--- config.mk ---
export PLATFORM = sky130hd
export DESIGN_NAME = ffa_ctrl
export DESIGN_NICKNAME = d
export VERILOG_FILES = /design/src/hdl/ffa_pkg.sv /design/src/hdl/ffa_ctrl.sv
export SDC_FILE = /design/constraint.sdc
export NUM_CORES = 1
export LEC_CHECK = 0
export BUFFER_PORTS_ARGS = -buffer_cell sky130_fd_sc_hd__clkbuf_2
export CAP_MARGIN = 10
export CORE_MARGIN = 5
export CORE_UTILIZATION = 35
export DETAILED_ROUTE_END_ITERATION = 6
export GPL_ROUTABILITY_DRIVEN = 0
export HOLD_SLACK_MARGIN = 0.02
export SKIP_LAST_GASP = 1
export SLEW_MARGIN = 30
export SYNTH_ARGS = -nofsm -noshare
export SYNTH_HDL_FRONTEND = slang
export SYNTH_SLANG_ARGS = --single-unit
--- constraint.sdc ---
create_clock -name clk -period 1.7 [get_ports clk]
set_input_delay 0.085 -clock clk [delete_from_list [all_inputs] [get_ports clk]]
set_output_delay 0.085 -clock clk [all_outputs]
set_load 0.02 [all_outputs]
--- src/hdl/ffa_pkg.sv ---
`default_nettype none
package ffa_pkg;

	// default geometry of the arena
	localparam int ARENA_BYTES_DEF  = 4096;
	localparam int HEADER_BYTES_DEF = 12;

	// field widths of the request and response
	localparam int OPCODE_W = 1;
	localparam int REQ_W    = 13;
	localparam int OFF_W    = 12;
	localparam int STATUS_W = 2;
	localparam int SDATA_W  = 32;
	localparam int MDATA_W  = 16;

	// opcodes
	localparam logic [OPCODE_W-1:0] OP_ALLOC = 1'b0;
	localparam logic [OPCODE_W-1:0] OP_FREE  = 1'b1;

	// response status codes
	localparam logic [STATUS_W-1:0] ST_DONE    = 2'd0;
	localparam logic [STATUS_W-1:0] ST_NO_FIT  = 2'd1;
	localparam logic [STATUS_W-1:0] ST_IGNORED = 2'd2;

	// walk pointer update
	typedef enum logic [2:0] {
		H_HOLD,
		H_ZERO,
		H_NEXT,
		H_NBR,
		H_DOFF
	} h_op_t;

	// header read select
	typedef enum logic [1:0] {
		RD_NONE,
		RD_CUR,
		RD_NBR
	} rd_op_t;

	// header write select
	typedef enum logic [2:0] {
		WR_NONE,
		WR_CLEAR,
		WR_SPLIT,
		WR_ALLOC,
		WR_FREE,
		WR_MERGE,
		WR_KILL
	} wr_op_t;

	// controller to datapath
	typedef struct packed {
		logic                load_in;
		h_op_t               h_op;
		rd_op_t              rd_op;
		wr_op_t              wr_op;
		logic                save_nbr;
		logic                out_load;
		logic [STATUS_W-1:0] out_status;
		logic                out_with_offset;
	} cmd_t;

	// datapath to controller
	typedef struct packed {
		logic h_out;
		logic n_out;
		logic fit;
		logic split;
		logic rd_start;
		logic rd_free;
		logic doff_bad;
		logic clr_last;
	} dp_status_t;

endpackage
`default_nettype wire

--- src/hdl/ffa_ctrl.sv ---
`default_nettype none
module ffa_ctrl (
	input  wire                           clk,
	input  wire                           arst_n,
	input  wire                           s_tvalid,
	output logic                          s_tready,
	input  wire  [ffa_pkg::OPCODE_W-1:0]  s_tuser,
	output logic                          m_tvalid,
	input  wire                           m_tready,
	input  ffa_pkg::dp_status_t           st,
	output ffa_pkg::cmd_t                 cmd
);
	import ffa_pkg::*;

	typedef enum logic [3:0] {
		S_CLEAR,
		S_IDLE,
		S_A_RD,
		S_A_EV,
		S_A_SPLIT,
		S_F_CHK,
		S_F_RD,
		S_F_EV,
		S_M_RD,
		S_M_EV,
		S_M_EV2,
		S_M_KILL,
		S_RESP
	} state_t;

	state_t              state_q;
	logic                out_valid_q;
	logic [STATUS_W-1:0] pend_status_q;
	logic                pend_off_q;
	logic                out_free;

	assign s_tready = state_q == S_IDLE;
	assign m_tvalid = out_valid_q;
	assign out_free = !out_valid_q || m_tready;

	// sequencer state and response bookkeeping
	always_ff @(posedge clk or negedge arst_n) begin
		if (!arst_n) begin
			state_q       <= S_CLEAR;
			out_valid_q   <= 1'b0;
			pend_status_q <= ST_DONE;
			pend_off_q    <= 1'b0;
		end else begin
			// response valid: raised when a response is loaded, dropped once taken
			if (state_q == S_RESP && out_free) begin
				out_valid_q <= 1'b1;
			end else if (out_valid_q && m_tready) begin
				out_valid_q <= 1'b0;
			end
			case (state_q)
				S_CLEAR: begin
					if (st.clr_last) begin
						state_q <= S_IDLE;
					end
				end
				S_IDLE: begin
					if (s_tvalid) begin
						state_q <= (s_tuser == OP_ALLOC) ? S_A_RD : S_F_CHK;
					end
				end
				S_A_RD: begin
					if (st.h_out) begin
						pend_status_q <= ST_NO_FIT;
						pend_off_q    <= 1'b0;
						state_q       <= S_RESP;
					end else begin
						state_q <= S_A_EV;
					end
				end
				S_A_EV: begin
					if (st.fit) begin
						if (st.split) begin
							state_q <= S_A_SPLIT;
						end else begin
							pend_status_q <= ST_DONE;
							pend_off_q    <= 1'b1;
							state_q       <= S_RESP;
						end
					end else begin
						state_q <= S_A_RD;
					end
				end
				S_A_SPLIT: begin
					pend_status_q <= ST_DONE;
					pend_off_q    <= 1'b1;
					state_q       <= S_RESP;
				end
				S_F_CHK: begin
					if (st.doff_bad) begin
						pend_status_q <= ST_IGNORED;
						pend_off_q    <= 1'b0;
						state_q       <= S_RESP;
					end else begin
						state_q <= S_F_RD;
					end
				end
				S_F_RD: begin
					state_q <= S_F_EV;
				end
				S_F_EV: begin
					if (!st.rd_start) begin
						pend_status_q <= ST_IGNORED;
						pend_off_q    <= 1'b0;
						state_q       <= S_RESP;
					end else begin
						state_q <= S_M_RD;
					end
				end
				S_M_RD: begin
					if (st.h_out) begin
						pend_status_q <= ST_DONE;
						pend_off_q    <= 1'b0;
						state_q       <= S_RESP;
					end else begin
						state_q <= S_M_EV;
					end
				end
				S_M_EV: begin
					if (!st.rd_free) begin
						state_q <= S_M_RD;
					end else if (st.n_out) begin
						pend_status_q <= ST_DONE;
						pend_off_q    <= 1'b0;
						state_q       <= S_RESP;
					end else begin
						state_q <= S_M_EV2;
					end
				end
				S_M_EV2: begin
					state_q <= st.rd_free ? S_M_KILL : S_M_RD;
				end
				S_M_KILL: begin
					state_q <= S_M_RD;
				end
				S_RESP: begin
					if (out_free) begin
						state_q <= S_IDLE;
					end
				end
				default: begin
					state_q <= S_IDLE;
				end
			endcase
		end
	end

	// datapath commands
	always_comb begin
		cmd                 = '0;
		cmd.h_op            = H_HOLD;
		cmd.rd_op           = RD_NONE;
		cmd.wr_op           = WR_NONE;
		cmd.out_status      = pend_status_q;
		cmd.out_with_offset = pend_off_q;
		case (state_q)
			S_CLEAR: begin
				cmd.wr_op = WR_CLEAR;
			end
			S_IDLE: begin
				if (s_tvalid) begin
					cmd.load_in = 1'b1;
					cmd.h_op    = H_ZERO;
				end
			end
			S_A_RD: begin
				if (!st.h_out) begin
					cmd.rd_op = RD_CUR;
				end
			end
			S_A_EV: begin
				if (st.fit) begin
					cmd.wr_op = st.split ? WR_SPLIT : WR_ALLOC;
				end else begin
					cmd.h_op = H_NEXT;
				end
			end
			S_A_SPLIT: begin
				cmd.wr_op = WR_ALLOC;
			end
			S_F_CHK: begin
				if (!st.doff_bad) begin
					cmd.h_op = H_DOFF;
				end
			end
			S_F_RD: begin
				cmd.rd_op = RD_CUR;
			end
			S_F_EV: begin
				if (st.rd_start) begin
					cmd.wr_op = WR_FREE;
					cmd.h_op  = H_ZERO;
				end
			end
			S_M_RD: begin
				if (!st.h_out) begin
					cmd.rd_op = RD_CUR;
				end
			end
			S_M_EV: begin
				if (!st.rd_free) begin
					cmd.h_op = H_NEXT;
				end else if (!st.n_out) begin
					cmd.save_nbr = 1'b1;
					cmd.rd_op    = RD_NBR;
				end
			end
			S_M_EV2: begin
				if (st.rd_free) begin
					cmd.wr_op = WR_MERGE;
				end else begin
					cmd.h_op = H_NBR;
				end
			end
			S_M_KILL: begin
				cmd.wr_op = WR_KILL;
			end
			S_RESP: begin
				cmd.out_load = out_free;
			end
			default: begin
				cmd.load_in = 1'b0;
			end
		endcase
	end

endmodule
`default_nettype wire

==> summary.md <==
| Metric | Value |
|---|---|
| Core area | `~2500 um2` |
| Post-synthesis mux area share | `0.0234` |
| CP bufs+invs | `3` |
| Synth top area share | `0.221` |
| Buffers on Ports | `28` |
| Simple-Gate Fraction of Synth Area | `0.370` |
| Die height | `60.9 um` |
| Final Hold Vio Count | `0` |
| Vias in the first global route | `1081` |
| Largest family of logic cells by synthesized area | `simple AND/OR/NAND/NOR gates` |
| Layout Nets | `about 190` |
| CTS tree | `yes` |
| Row count | `18` |
| Synth Area in Adders | `0` |
| CP required | `approximately 1.6 ns` |
| Final Util | `0.536` |
| Post-synth EDFFs | `0` |
| Reg2Reg Depth | `6` |
| # DRC | `0` |
| Xor and xnor area share after synthesis | `0.00966` |
| Complex-gate fraction of the synthesized area | `0.279` |
| DP Wirelength | `2.27 mm` |
| Die W | `between 60 and 70 um` |
| Post-synthesis area per instance | `7.26 um2` |
| Final wirelength | `3.08 mm` |
| Num CTS Buffers | `3` |
| Final Power | `between 2 and 3 mW` |
| Via density | `between 5 and 6` |
| Dpl cells | `~190` |
| Clock Root Buffer | `clkbuf_4` |
| Post-synth top flop | `dfrtp_1` |
| RSZ-0062 raised after global routing | `yes` |
| Max-slew headroom | `0.770` |
| DRT antenna net count | `0` |
| Crit. path cell count | `4` |
| Reg2reg start | `state_q[1]` |
| H-tree levels | `1` |
| Total congestion overflow | `0` |
| Max_cap viols | `0` |
| GRT Overall Usage | `0.172` |
| P per Cell Area | `around 2000 nW/um2` |
| FF+latch count, synth | `8` |
| Slowest stage delay, CP | `roughly 0.46 ns` |
| Average routed wire per standard cell | `between 15 and 20 um` |
| First-pass GRT wire length | `about 5 mm` |
| Async set or reset register ratio after synthesis | `1.00` |
| # IOs | `29` |
| Clock Latency Late Sink | `around 0.25 ns` |
| 1st-iter DRT viols | `68` |
| Clock-pin slew on the worst setup and hold paths | `around 0.05 ns` |
| Final worst path period need | `around 1.7 ns` |
| Syn Inst Count | `125` |
| Clock sink count | `8` |
| Family with the most delay on the worst path | `buffers and inverters` |
| FILL cells | `approximately 250` |
| Crit-path cells | `buf_4 > buf_4 > nor3_1 > clkbuf_2` |
| Deepest clock path buffer count | `2` |
| Final setup viols | `0` |
| Main area contributors after synthesis | `dfrtp_1 (22%), a21oi_1 (5.5%), nand2_1 (5.0%)` |
| Share of layout cells above drive strength 1 | `0.448` |
| Critical Path Sink | `s_tready` |
| Synthesized Nets | `between 100 and 150` |
| Leakage power | `0.618 nW` |
| Setup CP Type | `reg2out` |
| Outcome | `complete, no violations` |
| Slew Viols, Final | `0` |
| Synthesized area | `just over 900 um2` |
| Slew @ Worst Pin | `0.342 ns` |
| Final period util | `0.981` |
| Yosys cell types | `43` |
| Area leader, netlist | `dfrtp_1` |
| R2R Setup Slk | `~0.032 ns` |
| Crit Path Max Fanout | `6` |
| Worst hold path class | `in2reg` |
| DR pass1 iterations | `4` |
| Sequential-to-total area share from yosys stat | `0.221` |
| Worst-path cell with the longest stage delay | `dfrtp_2` |
| Non-Filler Instances | `about 200` |
| Cell mode on critical path | `buf_4` |
| Die Area | `~3700 um2` |
| Crit end category | `primary output` |
| Largest net degree at the start of global routing | `20` |
| Starting Density | `0.366` |
| Clk_skew | `0.00262 ns` |
| Area Overhead vs Synth | `46.3%` |
| Max IR drop VDD | `around 0.00092 V` |
| Ant. Diodes | `0` |
| Startpoint types | `register` |
| Initial antenna violation count | `0` |
| Fmax | `0.599 GHz` |
| Worst EP arrival | `approximately 1.6 ns` |
| Via count | `about 1200` |
| Critical Path Start | `state_q[3]` |
| Reg-to-Reg End | `pend_status_q[1]` |
| Synth Warn # | `0` |
==> logic make-up (layout without fill, tap and decap cells) <==
group	Yosys count	in the layout
mux	2	2
xor+xnor	1	1
compound gates	39	39
buf+inv	13	62
simple gates	62	62
flops	8	8
==> layout by cell type (no fill, tap or decap), drive strengths merged, types with 2 or more instances in the layout <==
cell type  instances
inv                2
nand2b             7
nor3               7
nand4              3
buf               30
a21oi             11
clkbuf            29
o22ai              5
and2b              2
nor2b              6
o21ai              8
or3                2
a31oi              3
nand3              4
nor4               2
and3               3
dfrtp              8
nor2              12
nand2             12
==> cell usage after synthesis, types with 4 or more instances <==
cell,instances
nor2_1,12
o22ai_1,5
nand3_1,4
nand2b_1,7
nor2b_1,5
buf_2,5
nand2_1,12
nor3_1,6
o21ai_0,5
a21oi_1,10
dfrtp_1,8
==> worst min path at each step <==
stage,from,end,slack [ns],cells past startpoint
finish,m_tready,m_tvalid,0.12,3
global placement,arst_n,pend_status_q[1],-0.06,1
CTS,m_tready,m_tvalid,0.12,3
global route,m_tready,m_tvalid,0.16,3
floorplan,arst_n,m_tvalid,-0.21,0
detailed placement,arst_n,pend_off_q,-0.06,1
==> sequential cells by signal, indices dropped and copies added, names as in the netlist <==
signal / count
pend_off_q: 1
state_q: 4
m_tvalid: 1
pend_status_q: 2
==> per-layer routing <==
layer  global-route usage  routed length [um]
met1                0.228                1240
met2                0.289                1600
met3               0.0426                 228
met4               0.0248                   4
met5                    0                   0
==> cell type report <==
type	instances	area, um2	share of cell area
inverter	2	7.51	0.00566
multi-input combinational	104	669	0.504
timing repair buffer	57	385	0.290
tap	30	37.5	0.0283
sequential	8	205	0.155
clock buffer	3	22.5	0.0170
==> through the flow <==
| step | worst slack, ns | cell area [um2] | TNS, ns | hold slack, ns |
|---|---|---|---|---|
| global route | -0.0368 | 1330 | -0.0751 | 0.161 |
| global placement | 0.0353 | 1110 | 0 | -0.0591 |
| finish | 0.0318 | 1330 | 0 | 0.124 |
| CTS | -0.00612 | 1170 | -0.00612 | 0.122 |
| floorplan | 0.0270 | 907 | 0 | -0.211 |
| detailed placement | 0.0333 | 1110 | 0 | -0.0608 |
==> timing repair <==
action / CTS / global route
endpoints found under the hold margin: 8 / 0
setup endpoints to repair: 9 / 13
pin swaps: 0 / 3
hold buffers: 1 / 0
gates resized for setup: 4 / 21
buffers inserted: 3 / 12
==> power by group <==
group	total, mW	internal [mW]	switching (mW)
combinational	2.05	0.991	1.06
clock	0.140	0.0804	0.0597
sequential	0.409	0.281	0.128
==> worst min-delay path, cell delays in order <==
cell,delay [ns]
clkbuf_2,0.07
nand2b_1,0.12
nand2_1,0.05
Power figures use the tool's default switching activity.
